==> src/rtl/core/mtc_pkg.sv <==
// ----------------------------------------------------------------------------
// mtc_pkg
// Types, character codes and Morse look-up functions for the text codec.
// ----------------------------------------------------------------------------
`timescale 1ns / 1ps

package mtc_pkg;

	// character codes
	localparam logic [7:0] CH_DOT   = 8'h2E;
	localparam logic [7:0] CH_DASH  = 8'h5F;
	localparam logic [7:0] CH_SPACE = 8'h20;
	localparam logic [7:0] CH_SLASH = 8'h2F;
	localparam logic [7:0] CH_NONE  = 8'h00;

	// token gathering limits
	localparam logic [2:0] SYM_CAP   = 3'd6;
	localparam logic [2:0] OVF_COUNT = 3'd7;

	// depth of the job queue between front and back
	localparam int QUEUE_DEPTH = 2;

	// one input transaction
	typedef struct packed {
		logic [7:0] in_byte;
		logic       end_of_line;
	} req_t;

	// one result transaction
	typedef struct packed {
		logic [7:0] out_byte;
		logic       bad_code;
		logic       last_of_run;
	} rsp_t;

	// work for the back end: symbols, then one byte, then an optional space
	typedef struct packed {
		logic [5:0] sym_bits;
		logic [2:0] sym_len;
		logic [7:0] first_byte;
		logic       first_bad;
		logic       has_second;
	} job_t;

	// push port of the job queue
	typedef struct packed {
		logic push;
		job_t job;
	} push_t;

	// result of a character look-up
	typedef struct packed {
		logic       found;
		logic [2:0] len;
		logic [5:0] bits;
	} code_t;

	// result of a token look-up
	typedef struct packed {
		logic       found;
		logic [7:0] ch;
	} char_t;

	// character to symbols, symbol i in bit i, dash is one
	function automatic code_t encode_lookup(input logic [7:0] key);
		code_t r;
		r = '{found: 1'b1, len: 3'd0, bits: 6'd0};
		unique case (key)
			"a": begin r.len = 3'd2; r.bits = 6'd2;  end
			"b": begin r.len = 3'd4; r.bits = 6'd1;  end
			"c": begin r.len = 3'd4; r.bits = 6'd5;  end
			"d": begin r.len = 3'd3; r.bits = 6'd1;  end
			"e": begin r.len = 3'd1; r.bits = 6'd0;  end
			"f": begin r.len = 3'd4; r.bits = 6'd4;  end
			"g": begin r.len = 3'd3; r.bits = 6'd3;  end
			"h": begin r.len = 3'd4; r.bits = 6'd0;  end
			"i": begin r.len = 3'd2; r.bits = 6'd0;  end
			"j": begin r.len = 3'd4; r.bits = 6'd14; end
			"k": begin r.len = 3'd3; r.bits = 6'd5;  end
			"l": begin r.len = 3'd4; r.bits = 6'd2;  end
			"m": begin r.len = 3'd2; r.bits = 6'd3;  end
			"n": begin r.len = 3'd2; r.bits = 6'd1;  end
			"o": begin r.len = 3'd3; r.bits = 6'd7;  end
			"p": begin r.len = 3'd4; r.bits = 6'd6;  end
			"q": begin r.len = 3'd4; r.bits = 6'd11; end
			"r": begin r.len = 3'd3; r.bits = 6'd2;  end
			"s": begin r.len = 3'd3; r.bits = 6'd0;  end
			"t": begin r.len = 3'd1; r.bits = 6'd1;  end
			"u": begin r.len = 3'd3; r.bits = 6'd4;  end
			"v": begin r.len = 3'd4; r.bits = 6'd8;  end
			"w": begin r.len = 3'd3; r.bits = 6'd6;  end
			"x": begin r.len = 3'd4; r.bits = 6'd9;  end
			"y": begin r.len = 3'd4; r.bits = 6'd13; end
			"z": begin r.len = 3'd4; r.bits = 6'd3;  end
			"0": begin r.len = 3'd5; r.bits = 6'd31; end
			"1": begin r.len = 3'd5; r.bits = 6'd30; end
			"2": begin r.len = 3'd5; r.bits = 6'd28; end
			"3": begin r.len = 3'd5; r.bits = 6'd24; end
			"4": begin r.len = 3'd5; r.bits = 6'd16; end
			"5": begin r.len = 3'd5; r.bits = 6'd0;  end
			"6": begin r.len = 3'd5; r.bits = 6'd1;  end
			"7": begin r.len = 3'd5; r.bits = 6'd3;  end
			"8": begin r.len = 3'd5; r.bits = 6'd7;  end
			"9": begin r.len = 3'd5; r.bits = 6'd15; end
			".": begin r.len = 3'd6; r.bits = 6'd42; end
			":": begin r.len = 3'd6; r.bits = 6'd7;  end
			";": begin r.len = 3'd6; r.bits = 6'd21; end
			"?": begin r.len = 3'd6; r.bits = 6'd12; end
			"=": begin r.len = 3'd5; r.bits = 6'd17; end
			"/": begin r.len = 3'd5; r.bits = 6'd9;  end
			"!": begin r.len = 3'd6; r.bits = 6'd53; end
			"-": begin r.len = 3'd6; r.bits = 6'd33; end
			"+": begin r.len = 3'd5; r.bits = 6'd10; end
			"&": begin r.len = 3'd5; r.bits = 6'd2;  end
			"(": begin r.len = 3'd5; r.bits = 6'd13; end
			")": begin r.len = 3'd6; r.bits = 6'd45; end
			default: r.found = 1'b0;
		endcase
		return r;
	endfunction

	// symbols to lowercase character
	function automatic char_t decode_lookup(input logic [2:0] len, input logic [5:0] bits);
		char_t r;
		r = '{found: 1'b1, ch: CH_NONE};
		unique case ({len, bits})
			{3'd2, 6'd2}:  r.ch = "a";
			{3'd4, 6'd1}:  r.ch = "b";
			{3'd4, 6'd5}:  r.ch = "c";
			{3'd3, 6'd1}:  r.ch = "d";
			{3'd1, 6'd0}:  r.ch = "e";
			{3'd4, 6'd4}:  r.ch = "f";
			{3'd3, 6'd3}:  r.ch = "g";
			{3'd4, 6'd0}:  r.ch = "h";
			{3'd2, 6'd0}:  r.ch = "i";
			{3'd4, 6'd14}: r.ch = "j";
			{3'd3, 6'd5}:  r.ch = "k";
			{3'd4, 6'd2}:  r.ch = "l";
			{3'd2, 6'd3}:  r.ch = "m";
			{3'd2, 6'd1}:  r.ch = "n";
			{3'd3, 6'd7}:  r.ch = "o";
			{3'd4, 6'd6}:  r.ch = "p";
			{3'd4, 6'd11}: r.ch = "q";
			{3'd3, 6'd2}:  r.ch = "r";
			{3'd3, 6'd0}:  r.ch = "s";
			{3'd1, 6'd1}:  r.ch = "t";
			{3'd3, 6'd4}:  r.ch = "u";
			{3'd4, 6'd8}:  r.ch = "v";
			{3'd3, 6'd6}:  r.ch = "w";
			{3'd4, 6'd9}:  r.ch = "x";
			{3'd4, 6'd13}: r.ch = "y";
			{3'd4, 6'd3}:  r.ch = "z";
			{3'd5, 6'd31}: r.ch = "0";
			{3'd5, 6'd30}: r.ch = "1";
			{3'd5, 6'd28}: r.ch = "2";
			{3'd5, 6'd24}: r.ch = "3";
			{3'd5, 6'd16}: r.ch = "4";
			{3'd5, 6'd0}:  r.ch = "5";
			{3'd5, 6'd1}:  r.ch = "6";
			{3'd5, 6'd3}:  r.ch = "7";
			{3'd5, 6'd7}:  r.ch = "8";
			{3'd5, 6'd15}: r.ch = "9";
			{3'd6, 6'd42}: r.ch = ".";
			{3'd6, 6'd7}:  r.ch = ":";
			{3'd6, 6'd21}: r.ch = ";";
			{3'd6, 6'd12}: r.ch = "?";
			{3'd5, 6'd17}: r.ch = "=";
			{3'd5, 6'd9}:  r.ch = "/";
			{3'd6, 6'd53}: r.ch = "!";
			{3'd6, 6'd33}: r.ch = "-";
			{3'd5, 6'd10}: r.ch = "+";
			{3'd5, 6'd2}:  r.ch = "&";
			{3'd5, 6'd13}: r.ch = "(";
			{3'd6, 6'd45}: r.ch = ")";
			default:       r.found = 1'b0;
		endcase
		return r;
	endfunction

endpackage

==> src/rtl/core/mtc_front.sv <==
// ----------------------------------------------------------------------------
// mtc_front
// Accepts text bytes, tracks line direction and token, and turns bytes
// into jobs for the back end.
// ----------------------------------------------------------------------------
`timescale 1ns / 1ps

module mtc_front (
	input  logic           clk,
	input  logic           arst_n,
	input  logic           req_valid,
	output logic           req_stall,
	input  mtc_pkg::req_t  req,
	input  logic           q_full,
	output mtc_pkg::push_t q_push
);

	logic       line_start_q;
	logic       decode_q;
	logic [5:0] bits_q;
	logic [2:0] cnt_q;

	logic             accept;
	logic [7:0]       c;
	logic             is_sym;
	logic             is_sep;
	logic             mode_eff;
	logic [5:0]       bits_eff;
	logic [2:0]       cnt_eff;
	logic [5:0]       bits_new;
	logic [2:0]       cnt_new;
	logic [5:0]       fl_bits;
	logic [2:0]       fl_cnt;
	logic             fl_has;
	logic             fl_bad;
	logic [7:0]       fl_byte;
	logic [7:0]       key;
	mtc_pkg::code_t   enc;
	mtc_pkg::char_t   dec;
	mtc_pkg::job_t    job;
	logic             job_any;

	assign req_stall = q_full;
	assign accept    = req_valid && !q_full;
	assign c         = req.in_byte;
	assign is_sym    = (c == mtc_pkg::CH_DOT) || (c == mtc_pkg::CH_DASH);
	assign is_sep    = (c == mtc_pkg::CH_SPACE) || (c == mtc_pkg::CH_SLASH);

	// direction and token as seen by this byte
	assign mode_eff = line_start_q ? is_sym : decode_q;
	assign bits_eff = line_start_q ? 6'd0 : bits_q;
	assign cnt_eff  = line_start_q ? 3'd0 : cnt_q;

	// gather one symbol into the token
	always_comb begin
		bits_new = bits_eff;
		cnt_new  = cnt_eff;
		if (cnt_eff != mtc_pkg::OVF_COUNT) begin
			if (!is_sym || cnt_eff >= mtc_pkg::SYM_CAP) begin
				cnt_new = mtc_pkg::OVF_COUNT;
			end else begin
				bits_new = bits_eff | (6'((c == mtc_pkg::CH_DASH)) << cnt_eff);
				cnt_new  = cnt_eff + 3'd1;
			end
		end
	end

	// token to flush: the old one at a separator, the grown one at end of line
	assign fl_bits = is_sep ? bits_eff : bits_new;
	assign fl_cnt  = is_sep ? cnt_eff : cnt_new;
	assign dec     = mtc_pkg::decode_lookup(fl_cnt, fl_bits);
	assign fl_has  = (fl_cnt != 3'd0) && (is_sep || req.end_of_line);
	assign fl_bad  = (fl_cnt == mtc_pkg::OVF_COUNT) || !dec.found;
	assign fl_byte = fl_bad ? mtc_pkg::CH_NONE : dec.ch;

	// character look-up for encoding, either case
	assign key = (c >= "A" && c <= "Z") ? (c | 8'h20) : c;
	assign enc = mtc_pkg::encode_lookup(key);

	// build the job
	always_comb begin
		job     = '0;
		job_any = 1'b1;
		if (!mode_eff) begin
			if (c == mtc_pkg::CH_SPACE) begin
				job.first_byte = mtc_pkg::CH_SLASH;
			end else if (enc.found) begin
				job.sym_bits   = enc.bits;
				job.sym_len    = enc.len;
				job.first_byte = mtc_pkg::CH_SPACE;
			end else begin
				job.first_byte = mtc_pkg::CH_NONE;
				job.first_bad  = 1'b1;
			end
		end else if (fl_has) begin
			job.first_byte = fl_byte;
			job.first_bad  = fl_bad;
			job.has_second = (c == mtc_pkg::CH_SPACE);
		end else if (c == mtc_pkg::CH_SPACE) begin
			job.first_byte = mtc_pkg::CH_SPACE;
		end else begin
			job_any = 1'b0;
		end
	end

	assign q_push.push = accept && job_any;
	assign q_push.job  = job;

	// line and token state
	always_ff @(posedge clk or negedge arst_n) begin
		if (!arst_n) begin
			line_start_q <= 1'b1;
			decode_q     <= 1'b0;
			bits_q       <= '0;
			cnt_q        <= '0;
		end else if (accept) begin
			decode_q <= mode_eff;
			if (req.end_of_line) begin
				line_start_q <= 1'b1;
				bits_q       <= '0;
				cnt_q        <= '0;
			end else begin
				line_start_q <= 1'b0;
				if (!mode_eff || is_sep) begin
					bits_q <= '0;
					cnt_q  <= '0;
				end else begin
					bits_q <= bits_new;
					cnt_q  <= cnt_new;
				end
			end
		end
	end

	// checks
	a_no_push_when_full: assert property (@(posedge clk) disable iff (!arst_n)
		q_push.push |-> !q_full)
		else $error("job pushed into a full queue");
	a_ovf_bits_bounded: assert property (@(posedge clk) disable iff (!arst_n)
		(!line_start_q && cnt_q != mtc_pkg::OVF_COUNT) |-> ((bits_q >> cnt_q) == 6'd0))
		else $error("token holds symbol bits beyond its length");
	a_line_start_clear: assert property (@(posedge clk) disable iff (!arst_n)
		line_start_q |-> (cnt_q == 3'd0 || $past(!arst_n)))
		else $error("token not cleared at line start");

endmodule

==> src/rtl/core/mtc_queue.sv <==
// ----------------------------------------------------------------------------
// mtc_queue
// Short job queue that decouples the front from the back end.
// ----------------------------------------------------------------------------
`timescale 1ns / 1ps

module mtc_queue (
	input  logic           clk,
	input  logic           arst_n,
	input  mtc_pkg::push_t q_push,
	output logic           full,
	output logic           avail,
	output mtc_pkg::job_t  head,
	input  logic           pop
);

	localparam int PW = (mtc_pkg::QUEUE_DEPTH > 1) ? $clog2(mtc_pkg::QUEUE_DEPTH) : 1;
	localparam int CW = $clog2(mtc_pkg::QUEUE_DEPTH + 1);
	localparam logic [CW-1:0] DEPTH_C = CW'(mtc_pkg::QUEUE_DEPTH);
	localparam logic [PW-1:0] LAST_C  = PW'(mtc_pkg::QUEUE_DEPTH - 1);

	mtc_pkg::job_t   slot_q [mtc_pkg::QUEUE_DEPTH];
	logic [PW-1:0]   wr_q;
	logic [PW-1:0]   rd_q;
	logic [CW-1:0]   cnt_q;

	assign full  = (cnt_q == DEPTH_C);
	assign avail = (cnt_q != '0);
	assign head  = slot_q[rd_q];

	// storage
	always_ff @(posedge clk) begin
		if (q_push.push) begin
			slot_q[wr_q] <= q_push.job;
		end
	end

	// pointers and fill level
	always_ff @(posedge clk or negedge arst_n) begin
		if (!arst_n) begin
			wr_q  <= '0;
			rd_q  <= '0;
			cnt_q <= '0;
		end else begin
			if (q_push.push) begin
				wr_q <= (wr_q == LAST_C) ? '0 : wr_q + PW'(1);
			end
			if (pop) begin
				rd_q <= (rd_q == LAST_C) ? '0 : rd_q + PW'(1);
			end
			case ({q_push.push, pop})
				2'b10:   cnt_q <= cnt_q + CW'(1);
				2'b01:   cnt_q <= cnt_q - CW'(1);
				default: cnt_q <= cnt_q;
			endcase
		end
	end

	// checks
	a_no_pop_empty: assert property (@(posedge clk) disable iff (!arst_n)
		pop |-> avail)
		else $error("job popped from an empty queue");
	a_level_bound: assert property (@(posedge clk) disable iff (!arst_n)
		cnt_q <= DEPTH_C)
		else $error("queue level beyond depth");
	a_ptr_gap: assert property (@(posedge clk) disable iff (!arst_n)
		(cnt_q == '0) |-> (wr_q == rd_q))
		else $error("empty queue with pointers apart");

endmodule

==> src/rtl/core/mtc_back.sv <==
// ----------------------------------------------------------------------------
// mtc_back
// Expands jobs into result bytes, one per cycle unless rsp stalls, through an output register.
// ----------------------------------------------------------------------------
`timescale 1ns / 1ps

module mtc_back (
	input  logic          clk,
	input  logic          arst_n,
	input  logic          avail,
	input  mtc_pkg::job_t head,
	output logic          pop,
	output logic          rsp_valid,
	input  logic          rsp_stall,
	output mtc_pkg::rsp_t rsp
);

	mtc_pkg::job_t job_q;
	logic          busy_q;
	logic [2:0]    step_q;
	logic          out_valid_q;
	mtc_pkg::rsp_t out_q;

	logic          adv;
	logic          last;
	logic [5:0]    sym_sh;
	mtc_pkg::rsp_t cur;

	assign adv    = !out_valid_q || !rsp_stall;
	assign sym_sh = job_q.sym_bits >> step_q;

	// current result byte of the job
	always_comb begin
		cur  = '0;
		last = 1'b0;
		if (step_q < job_q.sym_len) begin
			cur.out_byte = sym_sh[0] ? mtc_pkg::CH_DASH : mtc_pkg::CH_DOT;
		end else if (step_q == job_q.sym_len) begin
			cur.out_byte = job_q.first_byte;
			cur.bad_code = job_q.first_bad;
			last         = !job_q.has_second;
		end else begin
			cur.out_byte = mtc_pkg::CH_SPACE;
			last         = 1'b1;
		end
		cur.last_of_run = last;
	end

	assign pop = avail && (!busy_q || (adv && last));

	// job sequencer
	always_ff @(posedge clk or negedge arst_n) begin
		if (!arst_n) begin
			busy_q <= 1'b0;
			step_q <= '0;
		end else if (pop) begin
			busy_q <= 1'b1;
			step_q <= '0;
		end else if (busy_q && adv) begin
			if (last) begin
				busy_q <= 1'b0;
			end else begin
				step_q <= step_q + 3'd1;
			end
		end
	end

	always_ff @(posedge clk) begin
		if (pop) begin
			job_q <= head;
		end
	end

	// output register
	always_ff @(posedge clk or negedge arst_n) begin
		if (!arst_n) begin
			out_valid_q <= 1'b0;
		end else if (adv) begin
			out_valid_q <= busy_q;
		end
	end

	always_ff @(posedge clk) begin
		if (adv && busy_q) begin
			out_q <= cur;
		end
	end

	assign rsp_valid = out_valid_q;
	assign rsp       = out_q;

	// checks
	a_step_bound: assert property (@(posedge clk) disable iff (!arst_n)
		busy_q |-> (step_q <= job_q.sym_len + 3'd1))
		else $error("job step past its last byte");
	a_bad_zero: assert property (@(posedge clk) disable iff (!arst_n)
		(rsp_valid && rsp.bad_code) |-> (rsp.out_byte == mtc_pkg::CH_NONE))
		else $error("error result carries a byte");
	a_symbol_not_last: assert property (@(posedge clk) disable iff (!arst_n)
		(rsp_valid && (rsp.out_byte == mtc_pkg::CH_DASH || rsp.out_byte == mtc_pkg::CH_DOT)
			&& $past(busy_q && adv && step_q < job_q.sym_len)) |-> !rsp.last_of_run)
		else $error("symbol byte marked as last of run");

endmodule

==> src/rtl/core/morse_text_codec.sv <==
// ----------------------------------------------------------------------------
// morse_text_codec
// International Morse text codec: text to dots and dashes, and back.
// ----------------------------------------------------------------------------
// channel   handshake             payload   carries
// req       req_valid/req_stall   req_t     in_byte, end_of_line
// rsp       rsp_valid/rsp_stall   rsp_t     out_byte, bad_code, last_of_run
//
// One result byte leaves per cycle unless rsp stalls; the back end's byte sequencer sets this.
// An item causes 1 to 7 result bytes when encoding,
// 0 to 2 when decoding; an item causing no result pushes no job.
// A two-entry job queue lets the front take items while results drain.
// Reset clears line state, queue and output valid; no clearing pass.
// A stall on rsp holds the result and, once the queue fills, stalls req.
// ----------------------------------------------------------------------------
`timescale 1ns / 1ps

module morse_text_codec (
	input  logic          clk,
	input  logic          arst_n,
	input  logic          req_valid,
	output logic          req_stall,
	input  mtc_pkg::req_t req,
	output logic          rsp_valid,
	input  logic          rsp_stall,
	output mtc_pkg::rsp_t rsp
);

	mtc_pkg::push_t q_push;
	mtc_pkg::job_t  head;
	logic           q_full;
	logic           q_avail;
	logic           q_pop;

	// classify incoming bytes
	mtc_front u_front (
		.clk       (clk),
		.arst_n    (arst_n),
		.req_valid (req_valid),
		.req_stall (req_stall),
		.req       (req),
		.q_full    (q_full),
		.q_push    (q_push)
	);

	// job queue
	mtc_queue u_queue (
		.clk    (clk),
		.arst_n (arst_n),
		.q_push (q_push),
		.full   (q_full),
		.avail  (q_avail),
		.head   (head),
		.pop    (q_pop)
	);

	// expand jobs into result bytes
	mtc_back u_back (
		.clk       (clk),
		.arst_n    (arst_n),
		.avail     (q_avail),
		.head      (head),
		.pop       (q_pop),
		.rsp_valid (rsp_valid),
		.rsp_stall (rsp_stall),
		.rsp       (rsp)
	);

endmodule
==> config.mk <==
export PLATFORM = sky130hd
export DESIGN_NAME = morse_text_codec
export DESIGN_NICKNAME = d
export VERILOG_FILES = /design/src/rtl/core/mtc_pkg.sv /design/src/rtl/core/mtc_front.sv /design/src/rtl/core/mtc_queue.sv /design/src/rtl/core/mtc_back.sv /design/src/rtl/core/morse_text_codec.sv
export SDC_FILE = /design/constraint.sdc
export NUM_CORES = 1
export LEC_CHECK = 0
export ABC_AREA = 1
export BUFFER_PORTS_ARGS = -buffer_cell sky130_fd_sc_hd__buf_2
export CAP_MARGIN = 20
export CELL_PAD_IN_SITES_DETAIL_PLACEMENT = 0
export CELL_PAD_IN_SITES_GLOBAL_PLACEMENT = 1
export CORE_MARGIN = 2
export CORE_UTILIZATION = 51
export CTS_BUF_LIST = sky130_fd_sc_hd__clkbuf_4 sky130_fd_sc_hd__clkbuf_8 sky130_fd_sc_hd__clkbuf_16
export CTS_CLUSTER_SIZE = 28
export DETAILED_ROUTE_END_ITERATION = 10
export PLACE_DENSITY_LB_ADDON = 0.3
export SETUP_SLACK_MARGIN = 0.4
export SLEW_MARGIN = 20
export SYNTH_ARGS = -nofsm -noshare
export SYNTH_HDL_FRONTEND = slang
export SYNTH_SLANG_ARGS = --single-unit
==> constraint.sdc <==
create_clock -name clk -period 7.25 [get_ports clk]
set_input_delay 0.3625 -clock clk [delete_from_list [all_inputs] [get_ports clk]]
set_output_delay 0.3625 -clock clk [all_outputs]
set_load 0.01 [all_outputs]
# [After elaboration in Yosys (flattened, before gate mapping)]
# Memories as Yosys holds them, arrays and structs flattened. A register that Yosys moved wholly into a read port is not among the register bits.
# Cells that the tools add are included.
[op_classes] add_sub_neg=6 n_lt_le_gt_ge=4 eq_ne=107 shift=2 n_mux=51 bitwise_logic=2 reduce_logical=33
[ops] op="$pmux 9 s48" count=1
[ops] op="$pmux 7 s48" count=1
[ops] op="$eq 9x9->1 const B" count=34
[ops] op="$eq 8x7->1 const B" count=27
[ops] op="$eq 8x6->1 const B" count=25
[ops] op="$eq 9x8->1 const B" count=12
[ops] op="$reduce_or 48->1" count=2
[ops] op="$mux 6" count=10
[ops] op="$mux 9" count=4
[ops] op="$mux 3" count=9
[ops] op="$mux 8" count=3
[ops] op="$mux 1" count=19
[ops] op="$eq 9x7->1 const B" count=2
[ops] op="$mux 7" count=2
[ops] op="$ge 8x7->1 const B" count=1
[ops] op="$le 8x7->1 const B" count=1
[ops] op="$logic_not 1->1" count=8
[ops] op="$logic_or 1x1->1" count=8
[ops] op="$reduce_bool 2->1" count=4
[ops] op="$logic_and 1x1->1" count=7
[ops] op="$add 3x1->3 const B" count=2
[ops] op="$or 6x6->6" count=1
[ops] op="$shl 1x3->6" count=1
[ops] op="$shr 6x3->1" count=1
[ops] op="other kinds (17)" count=20
[word_totals] register_bits=30 mem_bits_rw=38 inputBits=13 out_inout_bits=12 elab_cells=219 mem_count=1
[memory_table] name="u_queue.slot_q" words=2 width=19 rd=1 rd_ports_with_merged_regs=1 write_ports=1 line_no="mtc_queue.sv:22" text="mtc_pkg::job_t slot_q [mtc_pkg::QUEUE_DEPTH];"

# [Logic depth before layout (Yosys ltp)]
[depth] depth_word=15 depth_mapped=24 depth_no_buf=23

# [By module]
# Synthesis repeated with hierarchy kept, for this count alone.
[hier_totals] cells_unflattened=793 hier_area_um2=6236.0
[modules_own_cells] mod="mtc_front" n_inst=1 cells_per_inst=559 area_per_inst_um2=3143.0 seq_area_each_um2=276.5
[modules_own_cells] mod="mtc_queue" n_inst=1 cells_per_inst=123 area_per_inst_um2=1682.9 seq_area_each_um2=1241.2
[modules_own_cells] mod="mtc_back" n_inst=1 cells_per_inst=111 area_per_inst_um2=1410.1 seq_area_each_um2=996.0

# [Worst setup path before layout]
# Ideal clock, no wire load.
[synth_path] path_type="reg-to-reg" start="register u_front.line_start_q" end="memory u_queue.slot_q[1][0] in the netlist's numbering (enable)" arrival_time_ps=2990 t_required_ps=6857 slack_ps=3868 stages_incl_launch_ff=18 n_path_buf=2 synth_period_minus_slack_ps=3382 path_cell_list="dfstp_2 -> buf_2 -> nor2_4 -> ha_1 -> ha_1 -> clkbuf_1 -> inv_1 -> nand2_1 -> inv_1 -> nand3_2 -> nand2_1 -> nand2_1 -> nand2_4 -> nand2_4 -> o22ai_1 -> nand2_1 -> o21ai_2 -> nor2_1"
[synth_between] elab_chain_len=13 elab_cells_between_ends=16 classes_between="add/sub (1); order compare (1); eq/ne (1); mux (9); reduce/logical (4)"
[synth_lines] item="start: declaration" line_no="mtc_front.sv:18" text="logic line_start_q;"
[synth_lines] item="start signal: assignment" line_no="mtc_front.sv:112" text="line_start_q <= 1'b1;"
[synth_lines] item="start signal: assignment" line_no="mtc_front.sv:119" text="line_start_q <= 1'b1;"
[synth_lines] item="start signal: assignment" line_no="mtc_front.sv:123" text="line_start_q <= 1'b0;"
[synth_lines] item="$mux 3" line_no="mtc_front.sv:52" text="assign cnt_eff = line_start_q ? 3'd0 : cnt_q;"
[synth_lines] item="$ge 3x3->1" line_no="mtc_front.sv:59" text="if (!is_sym || cnt_eff >= mtc_pkg::SYM_CAP) begin"
[synth_lines] item="$logic_or 1x1->1" line_no="mtc_front.sv:59"
[synth_lines] item="$mux 3" line_no="mtc_front.sv:59"
[synth_lines] item="$mux 3" line_no="mtc_front.sv:58" text="if (cnt_eff != mtc_pkg::OVF_COUNT) begin"
[synth_lines] item="$mux 3" line_no="mtc_front.sv:70" text="assign fl_cnt = is_sep ? cnt_eff : cnt_new;"
[synth_lines] item="$reduce_bool 3->1" line_no="mtc_front.sv:72" text="assign fl_has = (fl_cnt != 3'd0) && (is_sep || req.end_of_line);"
[synth_lines] item="$logic_and 1x1->1" line_no="mtc_front.sv:72"
[synth_lines] item="$mux 1" line_no="mtc_front.sv:95" text="end else if (fl_has) begin"
[synth_lines] item="$mux 1 (*)" line_no="mtc_front.sv:84" text="if (!mode_eff) begin"
[synth_lines] item="$logic_and 1x1->1 (*)" line_no="mtc_front.sv:106" text="assign q_push.push = accept && job_any;"
[synth_lines] item="$mux 1 (*)" line_no="mtc_queue.sv:33" text="if (q_push.push) begin"
[synth_lines] item="$mux 1 (implied by the code) (*)" line_no="mtc_queue.sv:34" text="slot_q[wr_q] <= q_push.job;"
[synth_lines] item="end: declaration" line_no="mtc_queue.sv:22"
# Every way passes the cells marked *; elsewhere a longest branch is shown, timed or not.

# [Worst setup path after layout]
[layout_path] start="register u_front.line_start_q" end="memory u_queue.slot_q[1][11] in the netlist's numbering (enable)"
# The elaborated chain is that of the path after synthesis.

==> run metrics <==
IO buf count=23; Slew headroom=36.55%; Synth Net Count=781; Hold Vio Cnt, Final=0; vias per cell=5.697; min-delay src=rsp_stall; mux cell area share after synthesis=0%; Synth Warn #=0; r2r setup slk=3.67 ns; die width=111.6 microns; hold path depth=3; Hold Crit Class=in -> reg; cell leakage power=2.911 nW; GP Congestion=1.042; DRC Markers=0; Critical R2R Launch=u_front.line_start_q; grt met2 use=37.85%; Longest Clk Path Bufs=2; Int Power=1.163 mW; number of inserted diodes=0; Fmax=279.4 MHz; EDFF count, synth=63; Area contributors post-synth=edfxtp_1, nand2_1, dfrtp_1, nor2_1, inv_1; largest family of logic cells by synthesized area=simple AND/OR/NAND/NOR gates; DR pass1 iterations=6; P&R area growth vs syn=9.449%; Setup-failing EPs final=0; worst hold margin=0.2260 ns; Skew-Pair Late Insertion Delay=0.35 ns; grt ovf=0; global-route wire length before repair=24720 microns; Post-synth ARST share=24.10%; setup bufs post-CTS=0; Worst-Margin Slew=0.9482 ns; vias in the first global route=5054; nets=807; Reg2Reg Depth=14; largest net degree at the start of global routing=28; met3 GRT Util=5.171%; Die Span Y=111.6 microns; clk slew on worst S/H paths=0.07 ns; TritonCTS Sinks=83; Tmin final=3.579 ns; Total GRT Usage=24.83%; switching power=0.6180 mW; power share of the clock group=25.7%; sequential element share of the synthesized area=40.53%; Core Area=0.01137 sq mm; initial antenna violation count=0; Final period util=49.37%; run status=finished clean; unrepaired setup endpoints after global routing=no; Synth top area share=32.03%; Worst R2R End=u_queue.slot_q[1][11]; M1 GR Usage=34.98%; register share of total power=46.2%; most frequent cells in the layout=nand2_1, nor2_1, inv_1; kind of critical path=reg -> reg; Fin Setup TNS=0 ns; Routed Antenna Nets=0; top_reg_cell synth=edfxtp_1; Compound-Gate Fraction of Synth Area=10.42%; Finished Layout Cells=935; Post-Synth Simple-Gate Area=39.28%; Req. time, crit path=7.29 ns; commonest non-fill, non-tap cell in the layout=nand2_1; placed insts=918; Avg Inst Size Synth=7.760 sq um; Hold Path Sink=u_back.rsp_valid; Pwr per Cell Area=275.6 mW/mm^2; count of pins over their slew limit=0; sw frac=34.69%; CTS tree=done; Top Usage Layer GRT=met2; Netlist Area Pre-Place=0.005906 sq mm; # IOs=25; Yosys top cell by area=edfxtp_1; layout cell share with drive strength beyond 1=18.94%; CP Launch Point=u_front.line_start_q; Synth Area in XOR/XNOR=0.5932%; routed len/inst=16.11 microns; drt total wl=15060 microns; CP Launch Type=flip-flop; Initial Util=51.94%; row count=39; total number of vias=5327; Die ar.=0.01246 sq mm; synth unique cells=55; Finished Core Util=56.85%; Synth Instances=761; Iteration-0 DRC Markers=639; maximum VDD drop=0.2516 mV; worst endpoint data arrival time=3.62 ns; total of max-cap violations=0; detailed placement HPWL=11630 microns; CTS H-tree lvls=3; Yosys reg bits=83; Root Buffer=clkbuf_16; Max Fanout on Critical Path=27; Post-Synth Adder-Cell Area=1.483%; worst clock skew=0.01062 ns; Gate power share=28.1%; CP Capture Type=flip-flop; CTS buffer count=9
-- power groups by stage --
stage	registers [mW]	clock network (mW)	logic, mW
finish	0.822	0.458	0.501
floorplan	0.808	0	0.356
global route	0.842	0.482	0.573
global placement	0.826	0	0.480
detailed placement	0.833	0	0.500
CTS	0.823	0.464	0.503
-- per-layer routing --
layer  share of wire [%]  vias to the layer above  wire [microns]
met5                   0                        -               0
met4                 2.1                        0             318
met3                 8.4                       27            1259
met2                  44                      259            6679
met1                  45                     2454            6805
li1                    -                     2587               -
-- what timing repair did --
action | in CTS | in global routing
resized for setup | 0 | 0
endpoints found under the hold margin | 19 | 0
hold buffers | 1 | 0
-- worst max-delay path, cell delays in order (launching register included) --
cell	delay (ns)
dfstp_2	0.46
nor2_4	0.22
ha_1	0.18
ha_1	0.34
inv_1	0.17
nand2_1	0.10
inv_1	0.06
nand3_2	0.09
nand3_2	0.08
nand2_4	0.31
o22ai_1	0.19
nand2_1	0.13
o21ai_2	0.10
nor2_1	0.51
buf_4	0.33
-- kinds of logic (layout without fill, tap and decap cells) --
| family | after synthesis | count (layout) |
|---|---|---|
| buffers and inverters | 110 | 141 |
| flip-flops | 83 | 83 |
| other | 1 | 1 |
| AO/OA/AOI/OAI | 99 | 99 |
| AND/OR/NAND/NOR | 457 | 457 |
| XOR/XNOR | 4 | 4 |
| adder cells (fa/ha/maj) | 7 | 7 |
-- stage by stage --
step / power [mW] / setup slack, ns / instance area (sq um)
after floorplan: 1.164 / 3.868 / 5906
after global placement: 1.306 / 3.837 / 6152
after detailed placement: 1.333 / 3.701 / 6152
after CTS: 1.791 / 3.691 / 6464
after global routing: 1.897 / 3.348 / 6464
final: 1.781 / 3.671 / 6464
-- how the worst max path moves through the flow --
stage | depth (start not counted) | end
final | 14 | u_queue.slot_q[1][11]
after CTS | 14 | u_queue.slot_q[1][11]
after global routing | 15 | u_queue.cnt_q[1]
after floorplan | 17 | u_queue.slot_q[1][0]
after detailed placement | 14 | u_queue.slot_q[1][11]
after global placement | 14 | u_queue.slot_q[0][13]
-- registers in the layout (all words and copies together), names as in the netlist, 2 cells and up --
name / cells
u_front.bits_q: 6
u_back.job_q: 18
u_queue.slot_q: 36
u_queue.cnt_q: 2
u_back.rsp: 9
u_front.cnt_q: 3
u_back.step_q: 3
-- Yosys cell counts, types with 2 or more instances --
cell / instances
nand3_1: 44
nand2_4: 15
inv_1: 80
o211ai_1: 2
edfxtp_1: 63
nor2_8: 3
nor3_1: 14
nand4_1: 19
a31oi_1: 4
inv_2: 15
a211oi_1: 3
buf_6: 2
nor2_2: 18
nand2_2: 15
o22ai_1: 11
buf_2: 2
nor2_1: 97
o21ai_0: 37
o21ai_1: 2
ha_1: 7
o21ai_2: 2
nor2_4: 13
o21a_1: 3
buf_4: 2
nor3b_1: 2
dfrtp_1: 19
nand2_1: 193
clkbuf_1: 5
a21oi_1: 22
clkinv_4: 2
xor2_1: 3
nand3_2: 18
nor4_1: 2
-- layout make-up --
cell class / count / area (sq um)
fill: 1034 / 4906
multi-input combinational: 568 / 3062
sequential: 83 / 2394
inverter: 98 / 380.4
clock buffer: 9 / 225.2
tap: 143 / 178.9
timing repair buffer: 27 / 147.6
clock inverter: 7 / 76.32
(Power assumes the default switching activity.)
